==> config.mk <==
export PLATFORM = sky130hd
export DESIGN_NAME = piph_ram
export DESIGN_NICKNAME = d
export VERILOG_FILES = /design/src/design/piph_ram.sv
export SDC_FILE = /design/constraint.sdc
export NUM_CORES = 2
export LEC_CHECK = 0
export ABC_AREA = 1
export BUFFER_PORTS_ARGS = -buffer_cell sky130_fd_sc_hd__buf_2
export CELL_PAD_IN_SITES_DETAIL_PLACEMENT = 0
export CELL_PAD_IN_SITES_GLOBAL_PLACEMENT = 1
export CORE_ASPECT_RATIO = 1.2
export CORE_MARGIN = 5
export CORE_UTILIZATION = 56
export CTS_CLUSTER_SIZE = 14
export DETAILED_ROUTE_END_ITERATION = 8
export PLACE_DENSITY = 0.86
export REMOVE_ABC_BUFFERS = 1
export SLEW_MARGIN = 10
export SYNTH_ARGS = -nofsm -noshare
export SYNTH_HDL_FRONTEND = slang
export SYNTH_SLANG_ARGS = --single-unit
export TNS_END_PERCENT = 10
==> constraint.sdc <==
create_clock -name clk -period 8.4 [get_ports clk]
set_clock_uncertainty 0.05 [all_clocks]
set_input_delay 1.26 -clock clk [delete_from_list [all_inputs] [get_ports clk]]
set_output_delay 1.26 -clock clk [all_outputs]
set_load 0.05 [all_outputs]
==> src/design/piph_ram.sv <==
`default_nettype none
module piph_ram #(
  parameter int WIDTH = 80,
  parameter int DEPTH = 50
) (
  input  wire logic                     clk,
  input  wire logic                     we,
  input  wire logic [$clog2(DEPTH)-1:0] waddr,
  input  wire logic [WIDTH-1:0]         wdata,
  input  wire logic [$clog2(DEPTH)-1:0] raddr,
  output logic      [WIDTH-1:0]         rdata
);
  logic [WIDTH-1:0] mem [DEPTH];
  always_ff @(posedge clk) begin
    if (we) mem[waddr] <= wdata;
    rdata <= mem[raddr];
  end
endmodule
`default_nettype wire

* Yosys cells after proc, flatten, opt, wreduce, memory -nomap -nowiden *
Memory sizes are Yosys's and may differ from the RTL's. A register that Yosys moved wholly into a read port is not among the register bits.
Index checks and enable logic that the tools add are counted.

word-level totals
  flip-flop bits (word level) = 0
  memory bits (writable) = 4,000
  input port bits = 94
  output and inout bits = 80
  word-level logic and storage cells = 3
  memories = 1

operators by class
  mux-type cells = 2

memory list
  memory  words  width  read ports  clocked after memory_dff  write ports  line  text
  mem     50     80     1           1                         1            13    logic [WIDTH-1:0] mem [DEPTH];

operators by type and width
  kind     count
  $mux W1  2

* Longest topological paths before layout *
  word-level depth = 2
  gate-level depth with buffers = 13
  gate-level depth less buffers = 9

* Least setup slack after synthesis *
OpenSTA, ideal clock, no wires.

  path type = in2reg
  start = input port we
  end = memory mem[16][0] (enable)
  arrival time = 5.162 ns
  data required time = 7.831 ns
  path slack = 2.670 ns
  stages on the path = 3
  buffers on the path = 1
  cell sequence = clkbuf_1 nand3_1 nor2_1

between the ends
  cells in the longest elaborated chain, start to end = 2

RTL lines
  item                           line  text
  start, declared                7     input wire logic we,
  $mux W1                        15    if (we) mem[waddr] <= wdata;
  $mux W1 (implied by the code)  15
  end, declared                  13

No other way between the ends.

==> impl_summary.txt <==
----------------------------------------------------
[Synth]
  Number of unique standard cell types used by synthesis ... 19
  Total standard cell area after synthesis ... 163,000 um2
  Portion of synthesized cell area occupied by the leading cell type ... 73.5%
  #FFs+latches synth ... 4,080
  Main area contributors after synthesis ... edfxtp_1, nand2_1, nand3_1, buf_2, inv_1
  Number of warning messages in the yosys log ... 0
  Number of instances in the synthesized netlist ... 13,852
  Share of the yosys chip area belonging to registers ... 74.5%
  Avg Synthesized Cell Area ... 11.8 um2
  Top cell type by total area after synthesis ... edfxtp_1

[Floorplan]
  Initial standard-cell utilization of the core ... 56.2%
  Horizontal die dimension ... 503 um
  Top-Level Pins ... 174
  Number of cell rows ... 217
  Die height ... 602 um
  Die ar. ... 303,000 um2
  Placeable Area ... 291,000 um2

[Power and ir drop]
  Power density of the placed cells ... 235 nW/um2
  Pleak ... 0.0659 uW
  Overall Power ... 42,400 uW
  Maximum ir drop on the vdd rail ... 0.000195 V

[Route]
  Number of DRC violations after detailed-routing iteration 0 ... 14,455
  Routed vias ... 108,902
  Final routed wirelength across all metal layers ... 462 mm
  Detailed-route DRC error count ... 0
  First drt pass iteration count ... 8
  Mean routed wirelength per cell ... 25.8 um
  Routed vias/inst ... 6.09
  Antenna-violating nets left ... 0

[Global routing]
  Vias in the first global route ... 104,636
  Initial antenna violation count ... 20
  Total routing usage reported by global routing ... 30.0%
  Pin count of the biggest net entering global routing ... 243
  Residual overflow from global routing ... 0
  Wire length of the first global-routing pass ... 678 mm

[Layout]
  Most frequent cells in the layout ... nand2_1, edfxtp_1, nand3_1
  Layout-stage area growth over the synthesis result ... 10.3%
  Commonest non-fill, non-tap cell in the layout ... nand2_1
  Net total in the final layout ... 13,814
  Layout cells sized above 1 ... 6.72%
  Final standard cell count with taps included and fillers excluded ... 17,880

[Worst setup path]
  Capturing point of the worst reg2reg path ... rdata[53]$_DFF_P_
  Buf/Inv on CP ... 3
  Kind of cell adding the most delay to the critical path ... buffers and inverters
  Crit path kind ... input pin to flip-flop
  Setup slack of the most critical reg-to-reg path ... 6760 ps
  Reg2reg path depth ... 8
  Beginning of the worst register-to-register path ... mem[4][53]$_DFFE_PP_
  Critical-path cell with the highest stage delay ... buf_4
  Arrival time of the worst setup path ... 4570 ps
  Critical-path maximum fanout ... 188
  Worst setup SP type ... input pin
  Worst Setup End Kind ... flip-flop
  Critical Path, Cell by Cell ... buf_12 -> buf_12 -> buf_4 -> nand2_1 -> nand3_1 -> nand3_1 -> nand3_1 -> nand3_1 -> nand2_1 -> nand2_1 -> nand2_1
  Crit-path max cell delay ... 950 ps
  Worst Path Required ... 9190 ps

[Timing]
  Worst max-slew margin expressed relative to the limit ... 9.13%
  RSZ-0062 raised after global routing ... false
  Final Slew Violations ... 0
  Worst setup margin ... 4620 ps
  Setup tns final ... 0 ps
  Crit path time final ... 3780 ps
  Post-route clock period utilization ... 45.0%
  Slew of the pin with the lowest slew margin ... 1360 ps
  Final hold violation count ... 0
  Highest clock rate ... 0.265 GHz
  Total setup violations reported at the end of the flow ... 0

[Min path]
  Source of the worst hold timing path ... mem[48][48]$_DFFE_PP_
  Path class of the lowest-slack min-delay path ... flip-flop to flip-flop
  Hold endpoint ... rdata[48]$_DFF_P_
  Depth of the worst hold-timing path ... 4

[Placement]
  Total half-perimeter wirelength after legalization and detailed placement ... 208 mm
  Number of cells after detailed placement ... 17,156
  Weighted congestion reported at the end of routability-driven placement ... 0.794
  Pre-CTS setup slack ... 3880 ps
  Port bufs ... 173

[Clock network]
  CTS tree ... built
  Clock transition time at the flip-flop clock pins of the worst setup and hold paths ... 60 ps
  Post-CTS setup-driven buffer insertion count ... 0
  Clock H-tree levels ... 5
  Clock sink count ... 4,080
  Quantity of hold-fixing buffers added after cts ... 0
  Maximum count of clock buffers along a single path ... 4
  Clock latency reported for the late side of the worst-skew pair ... 930 ps
  CTS buffer count ... 394
  Number of gates resized after CTS ... 0
  Cell at the root of the clock tree ... clkbuf_16

[Run status]
  Status ... completed

[Job]
  Max cap viols ... 0

----------------------------------------------------
sequential cells by signal, summed over array words and instances, names as in the netlist:
signal and cells:
rdata 80, mem 4000
stage by stage:
step                      instance area [um2]  hold WS, ps  util, %
after global routing                   180000          553     62.0
after CTS                              180000          522     62.0
after detailed placement               168000          511     57.7
after global placement                 168000          511     57.7
final                                  180000          520     62.0
after floorplan                        160000          496        -
worst min-delay path, cell delays in order (launching register included):
cell      delay, ps
edfxtp_1        320
nand2_1          50
nand3_1          60
nand3_1          70
nand2_1          60
worst max-delay path by stage:
stage,startpoint,to,slack [ps],cells past startpoint
after floorplan,raddr[0],rdata[22]$_DFF_P_,-9530,7
after global placement,waddr[4],mem[25][13]$_DFFE_PP_,3930,6
after detailed placement,waddr[4],mem[25][18]$_DFFE_PP_,3880,6
after CTS,waddr[4],mem[25][66]$_DFFE_PP_,4830,6
after global routing,raddr[0],rdata[0]$_DFF_P_,4580,11
final,raddr[0],rdata[40]$_DFF_P_,4620,11
final cells by class:
| class | instances | area, um2 |
|---|---|---|
| clock inverter | 185 | 1670 |
| tap | 3832 | 4790 |
| clock buffer | 530 | 10800 |
| timing repair buffer | 342 | 2980 |
| antenna | 9 | 22.5 |
| inverter | 588 | 2250 |
| fill | 21566 | 110000 |
| sequential | 4080 | 122000 |
| multi-input combinational | 8314 | 36000 |
cell families after synthesis:
logic type      share of synthesized area (%)
flops                                    74.5
simple gates                             21.3
compound gates                          0.479
buf+inv                                  3.72
power breakdown:
group	total, uW	internal, uW	switching (uW)
Clock	17300	9900	7420
Combinational	2480	576	1910
Sequential	22600	22500	63.0
Total	42400	33000	9390
metal layers:
layer,vias up,GRT usage [%],wire length [um]
met1,53281,39.9,169000
met4,16,12.8,21700
met2,6518,49.3,222000
li1,47911,-,-
met3,1176,5.04,48700
met5,-,0,112
cells in the mapped netlist:
library cell	instances
nand2_1	4496
edfxtp_1	4000
nand3_1	3365
inv_1	583
buf_2	470
nor2_1	292
clkbuf_1	278
o21ai_0	122
buf_1	116
dfxtp_1	80
a21oi_1	18
o211ai_1	9
nor3_1	8
buf_4	5
inv_2	4
o21ai_1	3
buf_6	1
clkinv_1	1
nand4_1	1
(Power assumes the default switching activity.)
