`config.mk`:
```
export PLATFORM = sky130hd
export DESIGN_NAME = piph_cordic
export DESIGN_NICKNAME = d
export VERILOG_FILES = /design/src/design/piph_pkg.sv /design/src/design/piph_cordic.sv
export SDC_FILE = /design/constraint.sdc
export NUM_CORES = 1
export LEC_CHECK = 0
export BUFFER_PORTS_ARGS = -buffer_cell sky130_fd_sc_hd__buf_4
export CORE_UTILIZATION = 50
export CTS_CLUSTER_DIAMETER = 150
export DETAILED_ROUTE_END_ITERATION = 6
export GPL_ROUTABILITY_DRIVEN = 0
export PLACE_DENSITY_LB_ADDON = 0.25
export SLEW_MARGIN = 20
export SYNTH_ARGS = -nofsm -noshare
export SYNTH_HDL_FRONTEND = slang
export SYNTH_SLANG_ARGS = --single-unit
```
`constraint.sdc`:
```
create_clock -name clk -period 8.7 [get_ports clk]
set_clock_uncertainty 0.05 [all_clocks]
set_input_delay 1.305 -clock clk [delete_from_list [all_inputs] [get_ports clk]]
set_output_delay 1.305 -clock clk [all_outputs]
set_load 0.01 [all_outputs]
```
`src/design/piph_pkg.sv`:
```
`default_nettype none
package piph_pkg;
  localparam int ATAN_ENTRIES = 24;
  localparam logic signed [33:0] CORDIC_GAIN = 34'sd652032874;
  localparam logic [15:0] RST_COEFF = 16'd6519;
  localparam logic signed [15:0] RST_LOW_EDGE = -16'sd18432;
  localparam logic [15:0] RST_SCALE = 16'd356;
  localparam logic [1:0] REG_COEFF = 2'd0;
  localparam logic [1:0] REG_LOW_EDGE = 2'd1;
  localparam logic [1:0] REG_SCALE = 2'd2;
  localparam logic OP_POINT = 1'b0;
  localparam logic OP_READ = 1'b1;
  localparam logic signed [39:0] SUM_MAX = 40'sh7F_FFFF_FFFF;
  localparam logic signed [39:0] SUM_MIN = 40'sh80_0000_0000;

  function automatic logic [29:0] atan_turns(input logic [4:0] i);
    logic [29:0] r;
    unique case (i)
      5'd0: r = 30'h20000000;  5'd1: r = 30'h12E4051E;  5'd2: r = 30'h09FB385B;
      5'd3: r = 30'h051111D4;  5'd4: r = 30'h028B0D43;  5'd5: r = 30'h0145D7E1;
      5'd6: r = 30'h00A2F61E;  5'd7: r = 30'h00517C55;  5'd8: r = 30'h0028BE53;
      5'd9: r = 30'h00145F2F;  5'd10: r = 30'h000A2F98; 5'd11: r = 30'h000517CC;
      5'd12: r = 30'h00028BE6; 5'd13: r = 30'h000145F3; 5'd14: r = 30'h0000A2FA;
      5'd15: r = 30'h0000517D; 5'd16: r = 30'h000028BE; 5'd17: r = 30'h0000145F;
      5'd18: r = 30'h00000A30; 5'd19: r = 30'h00000518; 5'd20: r = 30'h0000028C;
      5'd21: r = 30'h00000146; 5'd22: r = 30'h000000A3; 5'd23: r = 30'h00000051;
      default: r = '0;
    endcase
    return r;
  endfunction

  function automatic logic signed [15:0] to_q14(input logic signed [33:0] v);
    logic signed [34:0] t;
    logic signed [18:0] r;
    t = 35'(v) + 35'sd32768;
    r = 19'(t >>> 16);
    if (r > 19'sd16384) r = 19'sd16384;
    if (r < -19'sd16384) r = -19'sd16384;
    return 16'(r);
  endfunction

  function automatic logic signed [39:0] sat_add(input logic signed [39:0] a,
                                                 input logic signed [15:0] w);
    logic signed [40:0] r;
    r = 41'(a) + 41'(w);
    if (r > 41'(SUM_MAX)) r = 41'(SUM_MAX);
    if (r < 41'(SUM_MIN)) r = 41'(SUM_MIN);
    return 40'(r);
  endfunction
endpackage
`default_nettype wire

```
`src/design/piph_cordic.sv`:
```
`default_nettype none
module piph_cordic #(
  parameter int STEPS = 16
) (
  input  wire logic               clk,
  input  wire logic               rst,
  input  wire logic               start,
  input  wire logic [15:0]        phase,
  output logic                    done,
  output logic signed [15:0]      cos_out,
  output logic signed [15:0]      sin_out
);
  localparam int CW = $clog2(STEPS + 1);
  logic signed [33:0] x, y;
  logic signed [33:0] z;
  logic neg, busy;
  logic [CW-1:0] step;
  logic signed [16:0] a;
  logic signed [15:0] c, s;

  always_comb begin
    a = 17'(signed'(phase));
    if (a > 17'sd16384) a = a - 17'sd32768;
    else if (a < -17'sd16384) a = a + 17'sd32768;
    c = piph_pkg::to_q14(x);
    s = piph_pkg::to_q14(y);
  end

  logic neg_in;
  assign neg_in = (signed'(phase) > 16'sd16384) || (signed'(phase) < -16'sd16384);

  always_ff @(posedge clk) begin
    if (rst) begin
      busy <= 1'b0;
      done <= 1'b0;
    end else begin
      done <= 1'b0;
      if (start) begin
        busy <= 1'b1;
        step <= '0;
        x <= piph_pkg::CORDIC_GAIN;
        y <= '0;
        z <= 34'(a) <<< 16;
        neg <= neg_in;
      end else if (busy) begin
        if (step == CW'(STEPS)) begin
          busy <= 1'b0;
          done <= 1'b1;
          cos_out <= neg ? -c : c;
          sin_out <= neg ? -s : s;
        end else begin
          if (z >= 0) begin
            x <= x - (y >>> step);
            y <= y + (x >>> step);
            z <= z - 34'(piph_pkg::atan_turns(5'(step)));
          end else begin
            x <= x + (y >>> step);
            y <= y - (x >>> step);
            z <= z + 34'(piph_pkg::atan_turns(5'(step)));
          end
          step <= step + 1'b1;
        end
      end
    end
  end
endmodule
`default_nettype wire

```
=== Word level (Yosys, flattened, before mapping) ===
Memory sizes are Yosys's and may differ from the RTL's. A register that Yosys moved wholly into a read port is not among the register bits.
Cells that the tools add are included.
Widths: inputs -> output; s select.

* Register bits: 142
* Output and inout port bits: 33
* Bits of input ports: 19
* Memories: 2
* ROM bits: 1920
* Word-level logic and storage cells: 85

{| class="wikitable"
|+ Memory list
! memory !! depth !! bits a word !! rd ports !! clocked after Yosys merged registers in !! write ports !! RTL line !! RTL
|-
| (name not given) || 32 || 30 || 1 || 1 || 0 || piph_pkg.sv:18 || <nowiki>unique case (i)</nowiki>
|-
| (name not given) || 32 || 30 || 1 || 1 || 0 || piph_pkg.sv:18 ||
|}

* Equality and inequality tests: 2
* $lt $le $gt $ge: 9
* Shifts and indexed selects: 2
* Reductions and logical operators: 6
* Bitwise gates (word level): 3
* Add/subtract/negate cells: 13
* Multiplexer cells: 38

{| class="wikitable"
|+ Operators by type and width
! kind !! number
|-
| $mux 34 || 10
|-
| $mux 30 || 10
|-
| $add 34x17->35 const B || 2
|-
| $add 34x34->34 || 2
|-
| $sshr 34x5->34 || 2
|-
| $sub 34x34->34 || 2
|-
| $mux 16 || 4
|-
| $gt 19x16->1 const B || 2
|-
| $lt 19x15->1 const B || 2
|-
| $mux 19 || 2
|-
| $add 34x30->34 || 1
|-
| $ge 34x1->1 const B || 1
|-
| $mux 17 || 2
|-
| $sub 34x30->34 || 1
|-
| $gt 16x16->1 const B || 2
|-
| $lt 16x15->1 const B || 2
|-
| $neg 16->16 || 2
|-
| $mux 5 || 6
|-
| $add 16x17->17 const B || 1
|-
| $sub 16x17->17 const B || 1
|-
| $add 5x1->5 const B || 1
|-
| $eq 5x5->1 const B || 1
|-
| $mux 1 || 4
|-
| $reduce_and 4->1 || 1
|-
| other kinds (7) || 9
|}

=== Logic depth before layout (Yosys ltp) ===
Gate-level depths: netlist (run 1).

* Word-level depth: 11
* Mapped depth: 26
* Gate-level depth less buffers: 21

=== Least setup slack after synthesis (run 1) ===
No wires, ideal clock.

* Path type: reg2reg
* From: reg step[0]
* To: reg (tool-made name)
* Required time: 8590 ps
* Path buffers: 4
* Arrival time: 8782 ps
* Setup slack: -192 ps
* Stages on the path, launching flop included: 15
* Setup time: 60 ps
* Clock period less this slack: 8892 ps
* Cells stage by stage: edfxtp_1 -> buf_2 -> buf_2 -> inv_2 -> buf_1 -> buf_1 -> ha_1 -> nand3_1 -> a21oi_1 -> nor2_1 -> mux2i_1 -> nand2_1 -> nor2_1 -> o21ai_0 -> and3_1

{| class="wikitable"
|+ RTL lines
! element !! RTL line !! RTL
|-
| from (decl) || piph_cordic.sv:17 || <nowiki>logic [CW-1:0] step;</nowiki>
|-
| from (signal assigned) || piph_cordic.sv:61 || <nowiki>step <= step + 1'b1;</nowiki>
|}

=== Final worst setup path (run 1) ===
* From: reg step[1]
* To: reg x[30], data pin

* Cells in the longest elaborated chain, start to end: 5
* Elaborated cells between the ends (all ways): 6
* Classes of those cells: add/sub: 2; shift: 1; mux: 3

{| class="wikitable"
|+ Ends and longest elaborated chain
! element !! RTL line !! RTL
|-
| $sshr 34x5->34 (*) || piph_cordic.sv:53, piph_cordic.sv:57 ||
|-
| $add 34x34->34 / $sub 34x34->34 (equally long branches) || piph_cordic.sv:57, piph_cordic.sv:53 ||
|-
| $mux 34 (*) || piph_cordic.sv:52 || <nowiki>if (z >= 0) begin</nowiki>
|-
| $mux 34 (*) || piph_cordic.sv:46 || <nowiki>if (step == CW'(STEPS)) begin</nowiki>
|-
| $mux 34 (*) || piph_cordic.sv:45 || <nowiki>end else if (busy) begin</nowiki>
|-
| to (signal assigned) || piph_cordic.sv:41 || <nowiki>x <= piph_pkg::CORDIC_GAIN;</nowiki>
|-
| to (signal assigned) || piph_cordic.sv:53 || <nowiki>x <= x - (y >>> step);</nowiki>
|-
| to (signal assigned) || piph_cordic.sv:57 || <nowiki>x <= x + (y >>> step);</nowiki>
|-
| to (decl) || piph_cordic.sv:14 || <nowiki>logic signed [33:0] x, y;</nowiki>
|}

Every way passes the cells marked *; elsewhere a longest branch is shown, timed or not. The select of a mux whose other input is x is not followed.
A chain may end at the register's enable or synchronous reset.

==> qor.csv, run 1 <==
stage,metric,value,unit
global_route,grt_max_degree,82,
detailed_routing,dr_total_vias,18900,
place,post-place-ws,1.42,ns
cts,clk_pin_slew_worst_paths,0.07,ns
worst_setup_path,reg2reg_from,step[1],
yosys,syn_area,0.0201,mm2
timing,setup_viol,0,
floorplanning,die_y,202,um
detailed_routing,wl_per_cell,21.0,um
worst_setup_path,worstSetupPathType,flop to flop,
worst_setup_path,crit_slowest_cell,or4b_2,
floorplanning,die_area,0.0409,mm2
cts,clockBufferDepth,2,
floorplanning,std_cell_rows,73,
place,dp_hpwl,44100,um
worst_setup_path,path_delay_family,compound AO/OA/AOI/OAI gates,
cts,cts_tree,yes,
timing,maxSlewHeadroom,38.0,%
global_route,busiest_layer,met2,
detailed_routing,first_iter_violations,2221,
timing,finalHoldViolCount,0,
run_status,status,finished with violations,
cts,clkLatencyLatePin,0.48,ns
place,port_buffers,51,
yosys,synth.yosys.seq_area_share,24.1,%
global_route,grt_pass1_wl,94300,um
detailed_routing,first_pass_iters,7,
hold_path,hp-class,flop to flop,
global_route,gr-usage-met3,6.35,%
global_route,overflow,0,
hold_path,worstHoldPathCells,2,
floorplanning,core,0.0396,mm2
worst_setup_path,rr_worst_depth,20,
cts,postCtsHoldBufs,0,
cts,cts_setup_buffers,0,
run_status,failed_checks,DRC,
worst_setup_path,critPathLaunchType,flop,
timing,grt_setup_unrepaired,false,
worst_setup_path,cp_cell_sequence,"buf_4, mux4_2, mux2_2, a2111oi_0, a221oi_1, nor4_2, nand4_1, or2_2, o21ai_0, xnor2_1, ha_1, and2_1, a221o_1, a21o_1, a31o_2, a22oi_1, a31oi_1, o41ai_1, or4b_2, o31ai_1",
worst_setup_path,required,8.95,ns
global_route,use_met1,35.2,%
timing,tightest_slew,0.930,ns
detailed_routing,vias_per_cell,6.60,
worst_setup_path,cp_slowest_stage_delay,0.64,ns
worst_setup_path,path_max_fanout,43,
timing,worst_slack,1.31,ns
yosys,synth.net_count,2506,
yosys,yosysUniqueCellTypes,91,
detailed_routing,finalWirelength,60000,um
power_and_ir_drop,p_per_area,281,mW/mm2
finish,drive_gt1_share,11.6,%
worst_setup_path,crit_arrival,7.64,ns
timing,final.setup.tns,0,ns
timing,period_minus_slack,7.39,ns
run,drv_cap,0,
worst_setup_path,critical_path_buf_inv_count,1,
hold_path,min_to,done,
cts,cts-root-buf,clkbuf_16,
detailed_routing,drc,1,
timing,final_max_slew_viol_count,0,
worst_setup_path,reg2reg_to,x[30],
finish,syn2layout_area_growth,6.46,%
global_route,antenna_found_initial,0,
global_route,grt_pass1_vias,17800,
power_and_ir_drop,ir_worst_vdd,0.177,mV
timing,period_share,85.0,%
yosys,synthArstFlopShare,0,%
global_route,grtUsageMet2,47.3,%
yosys,synth-seq-cells,172,
power_and_ir_drop,p_leak,0.00825,uW
yosys,netlist_instances,2369,
yosys,synth_edf_count,140,
cts,cts_sinks,172,
detailed_routing,drtAntennaViolNets,0,
finish,fin_nets,2460,
global_route,gr-usage-all-layers,28.9,%
yosys,ys.warnings.count,0,
cts,cts-buffers-inserted,17,
yosys,ys.flop_type,edfxtp_1,
cts,htree_levels,4,
floorplanning,start_util,50.6,%
worst_setup_path,r2r_slack,1.31,ns
cts,cts_resized,0,
worst_setup_path,endpoint_kind,flop,
finish,antenna_cells,0,
hold_path,hold_path_startpoint,busy,
finish,fillers,3655,
floorplanning,die_x,202,um
timing,fmax,135,MHz
yosys,syn_avg_cell_area,8.47,um2
floorplanning,io-pin-count,52,
==> layer usage <==
metal,vias to the layer above,share of wire [%]
met5,-,0
met4,0,5.8
met3,245,8.8
met2,987,46
met1,8840,39
li1,8817,-
==> power breakdown <==
group / internal (uW) / switching (uW)
combinational: 1620 / 2090
sequential: 1150 / 366
clock: 390 / 389
total: 3160 / 2850
==> how the worst max path moves through the flow <==
stage                 start  endpoint  slack [ns]  cells after the start
finish              step[1]     x[30]        1.31                     20
detailed placement  step[1]     x[30]        1.42                     20
floorplan           step[0]      flop        2.15                     14
CTS                 step[1]     x[30]        1.38                     20
global placement    step[1]     x[30]        1.55                     20
global route        step[1]     x[30]        0.73                     20
==> synthesized netlist by cell type (8+ instances only) <==
cell type,number,area (um2)
o31ai_1,32,240
nand2_1,235,882
o211ai_1,18,135
dfxtp_1,32,641
a22o_1,10,87.6
mux2_2,42,473
or3_1,29,181
nor3_1,31,155
mux4_2,65,1460
nor2_1,239,897
a31oi_1,33,206
nor4_1,10,62.6
o41ai_1,11,96.3
o21bai_1,11,82.6
a21o_1,55,413
o21ai_0,160,801
a211oi_1,31,233
xnor2_1,111,972
or2_2,19,119
a221oi_1,10,87.6
clkbuf_1,100,375
inv_1,51,191
a21oi_1,135,676
and2_1,24,150
nand2b_1,39,244
o221ai_1,15,131
a22oi_1,16,120
ha_1,115,1440
nand3_1,56,280
buf_2,22,110
nand4_1,24,150
nor2b_1,22,138
edfxtp_1,140,4200
o21a_1,26,195
xor2_1,101,885
o32ai_1,8,70.1
mux2i_1,77,771
o22ai_1,24,150
buf_1,21,78.8
and3_1,27,169
a2111oi_0,8,70.1
==> cells by family after synthesis <==
kind of cell               Yosys count  synth area share [%]
muxes                              184                  13.5
buffers and inverters              206                  4.17
xor gates and xnor gates           212                  9.25
and+or+nand+nor                    791                  18.7
DFF                                172                  24.1
adders and majority gates          118                  7.47
AOI/OAI and AO/OA                  686                  22.7
==> through the flow <==
step / utilization [%] / std cells / instance area, um2 / hold slack (ns) / total power, uW
after detailed placement: 52.4 / 2829 / 20800 / 0.496 / 5130
after CTS: 53.9 / 2861 / 21400 / 0.506 / 5950
after global routing: 53.9 / 2861 / 21400 / 0.524 / 6440
final: 53.9 / 2861 / 21400 / 0.506 / 6010
after global placement: 52.4 / 2829 / 20800 / 0.476 / 5060
after floorplan: - / 2369 / 20100 / 0.427 / 4290
==> cell type report <==
class | instances | area, um2 | share of cell area [%]
inverter | 54 | 203 | 0.949
timing repair buffer | 87 | 666 | 3.12
sequential | 172 | 4840 | 22.7
clock inverter | 14 | 149 | 0.697
multi-input combinational | 1991 | 14400 | 67.4
clock buffer | 18 | 439 | 2.06
tap | 525 | 657 | 3.08
==> worst reg2reg max path: cells and delay by family (launching register included) <==
kind                     cells  cell delay (ns)
AND/OR/NAND/NOR              5             1.94
XOR/XNOR                     1             0.16
AO/OA/AOI/OAI               10             2.82
buffers and inverters        1             0.57
adder cells (fa/ha/maj)      1             0.31
flip-flops                   1             0.46
multiplexers                 2             0.91
==> cells in the final DEF, fill, tap and decap left out, types with 15 or more instances in the layout <==
master / synthesis / final
mux2_2: 42 / 42
o211ai_1: 18 / 18
dfxtp_1: 32 / 32
clkbuf_16: 0 / 17
nand2b_1: 39 / 39
xor2_1: 101 / 101
nand2_1: 235 / 235
o22ai_1: 24 / 24
a21oi_1: 135 / 135
and2_1: 24 / 24
buf_4: 7 / 86
nand3_1: 56 / 56
xnor2_1: 111 / 111
inv_1: 51 / 51
a31oi_1: 33 / 32
a211oi_1: 31 / 31
mux4_2: 65 / 65
or2_2: 19 / 19
mux2i_1: 77 / 77
edfxtp_1: 140 / 140
nand4_1: 24 / 24
a22oi_1: 16 / 16
or3_1: 29 / 29
ha_1: 115 / 115
nor2_1: 239 / 238
and3_1: 27 / 27
o31ai_1: 32 / 32
nor2b_1: 22 / 22
o21ai_0: 160 / 160
nor3_1: 31 / 30
o21a_1: 26 / 26
o221ai_1: 15 / 15
a21o_1: 55 / 55
No activity file was read; power rests on OpenSTA's default activity.
==> run 2, diff against run 1 <==
- clock period: 8.7 -> 6.3 ns (I/O delays scaled with it)
==> qor.csv, run 2 (synthesis gave the netlist of run 1 again) <==
stage,metric,value,unit,change
floorplanning,start_util,50.6,%,unchanged
worst_setup_path,crit_arrival,6.30,ns,-1.34 ns
detailed_routing,drtAntennaViolNets,0,,unchanged
worst_setup_path,rr_worst_depth,23,,+15%
timing,finalHoldViolCount,0,,unchanged
worst_setup_path,worstSetupPathType,flop to flop,,
cts,postCtsHoldBufs,0,,unchanged
place,dp_hpwl,47800,um,+8.4%
finish,drive_gt1_share,16.8,%,+5.2 points
power_and_ir_drop,p_per_area,391,mW/mm2,+39%
worst_setup_path,path_max_fanout,13,,-70%
finish,final_common_cell,nor2_1,,
finish,finalInstanceArea,0.0225,mm2,+5.4%
detailed_routing,first_pass_iters,5,,-2
worst_setup_path,critPathLaunchType,flop,,
power_and_ir_drop,ir_worst_vdd,0.227,mV,+28%
timing,period_minus_slack,6.15,ns,-1.24 ns
worst_setup_path,crit_slowest_cell,mux4_2,,
global_route,antenna_found_initial,0,,unchanged
place,place_area,0.0216,mm2,+4.2%
cts,cts-buffers-inserted,17,,unchanged
finish,layout_common_cells,"nor2_1 (238), nand2_1 (234), buf_4 (188), o21ai_0 (157), edfxtp_1 (140)",,
worst_setup_path,cp_common_cell,buf_4,,
worst_setup_path,cp_slowest_stage_delay,0.52,ns,-0.12 ns
worst_setup_path,endpoint_kind,flop,,
timing,tightest_slew,0.948,ns,+0.0187 ns
worst_setup_path,required,6.45,ns,-2.50 ns
floorplanning,core,0.0396,mm2,unchanged
global_route,gr-usage-all-layers,30.9,%,+2.1 points
timing,final_max_slew_viol_count,0,,unchanged
floorplanning,io-pin-count,52,,unchanged
hold_path,worstHoldPathCells,2,,unchanged
floorplanning,die_area,0.0409,mm2,unchanged
cts,clk_pin_slew_worst_paths,0.08,ns,about the same
place,port_buffers,51,,unchanged
timing,maxSlewHeadroom,36.4,%,-1.6 points
worst_setup_path,path_delay_family,compound AO/OA/AOI/OAI gates,,
floorplanning,std_cell_rows,73,,unchanged
detailed_routing,first_iter_violations,2207,,-0.63%
floorplanning,die_x,202,um,unchanged
hold_path,hp-class,flop to flop,,
cts,cts_tree,yes,,
cts,cts_sinks,172,,unchanged
global_route,grt_max_degree,91,,+11%
finish,fillers,3574,,-2.2%
cts,htree_levels,4,,unchanged
worst_setup_path,cp.depth,23,,+15%
run_status,status,"finished, final reports clean",,
power_and_ir_drop,finalPower,8800,uW,+47%
timing,setup_viol,0,,unchanged
detailed_routing,dr_total_vias,19600,,+3.6%
finish,fin_nets,2570,,+4.5%
worst_setup_path,cp_cell_sequence,"buf_4, buf_12, buf_4, mux4_2, mux2_2, a2111o_1, a32oi_2, nand4_1, or4_1, or2_2, o21ai_1, xnor2_1, ha_1, and4_1, a221o_1, or2_2, o211ai_1, buf_4, o31ai_4, a31oi_2, o21ai_0, xnor2_1, nor2_1",,
detailed_routing,finalWirelength,64000,um,+6.7%
detailed_routing,vias_per_cell,6.59,,-0.23%
finish,antenna_cells,0,,unchanged
worst_setup_path,critical_path_buf_inv_count,4,,+3
timing,final.setup.tns,0,ns,unchanged
cts,cts-root-buf,clkbuf_16,,
cts,clockBufferDepth,2,,unchanged
worst_setup_path,r2r_slack,0.15,ns,-1.16 ns
run,drv_cap,0,,unchanged
timing,period_share,97.6,%,+13 points
timing,fmax,163,MHz,+20%
timing,grt_setup_unrepaired,true,,
cts,clkLatencyLatePin,0.47,ns,about the same
detailed_routing,drc,0,,-1
power_and_ir_drop,p_leak,0.00887,uW,+7.5%
floorplanning,die_y,202,um,unchanged
global_route,grt_pass1_wl,101000,um,+6.7%
finish,syn2layout_area_growth,12.2,%,
global_route,grt_pass1_vias,18600,,+4.5%
detailed_routing,wl_per_cell,21.6,um,+2.7%
global_route,overflow,0,,unchanged
[run 2: repair_timing]
action | 4_1_cts | 5_1_grt
setup buffers | 0 | 6
endpoints found under the setup margin | 0 | 18
endpoints found under the hold margin | 0 | 0
resized for setup | 0 | 44
[run 2: worst paths after layout]
path,from,end
hold / removal,busy,busy
setup reg to reg,step[1],y[33]
setup / recovery,step[1],y[33]
hold reg to reg,busy,busy
[run 2: metal layers]
| layer | part of all wire (%) | global-route usage, % | vias up |
|---|---|---|---|
| met1 | 38 | 37.9 | 9205 |
| met3 | 9.0 | 5.77 | 221 |
| met4 | 5.8 | 17.3 | 0 |
| met2 | 47 | 51.2 | 1095 |
| li1 | - | - | 9049 |
| met5 | 0 | 0 | - |
[run 2: through the flow]
stage	cells	utilization, %	worst slack (ns)	hold WS, ns
finish	2971	56.8	0.153	0.540
global route	2971	56.8	-0.0798	0.567
CTS	2964	56.1	0.0204	0.544
detailed placement	2932	54.6	0.0734	0.522
global placement	2932	54.6	0.166	0.486
floorplan	2369	-	0.259	0.427
[run 2: layout make-up]
type	instances	area (um2)	share of cell area, %
Sequential cell	172	4840	21.5
Clock buffer	23	533	2.37
Tap cell	525	657	2.92
Clock inverter	9	90.1	0.400
Inverter	54	203	0.900
Multi-Input combinational cell	1991	14600	64.8
Timing Repair Buffer	197	1600	7.09
[run 2: power breakdown]
group          internal [uW]  switching, uW
clock                    614            518
combinational           2490           3330
sequential              1580            275
[run 2: worst min-delay path, cell delays in order, from the launching register on]
cell and delay [ns]:
dfxtp_1 0.34, a21oi_1 0.11, nor2_1 0.10
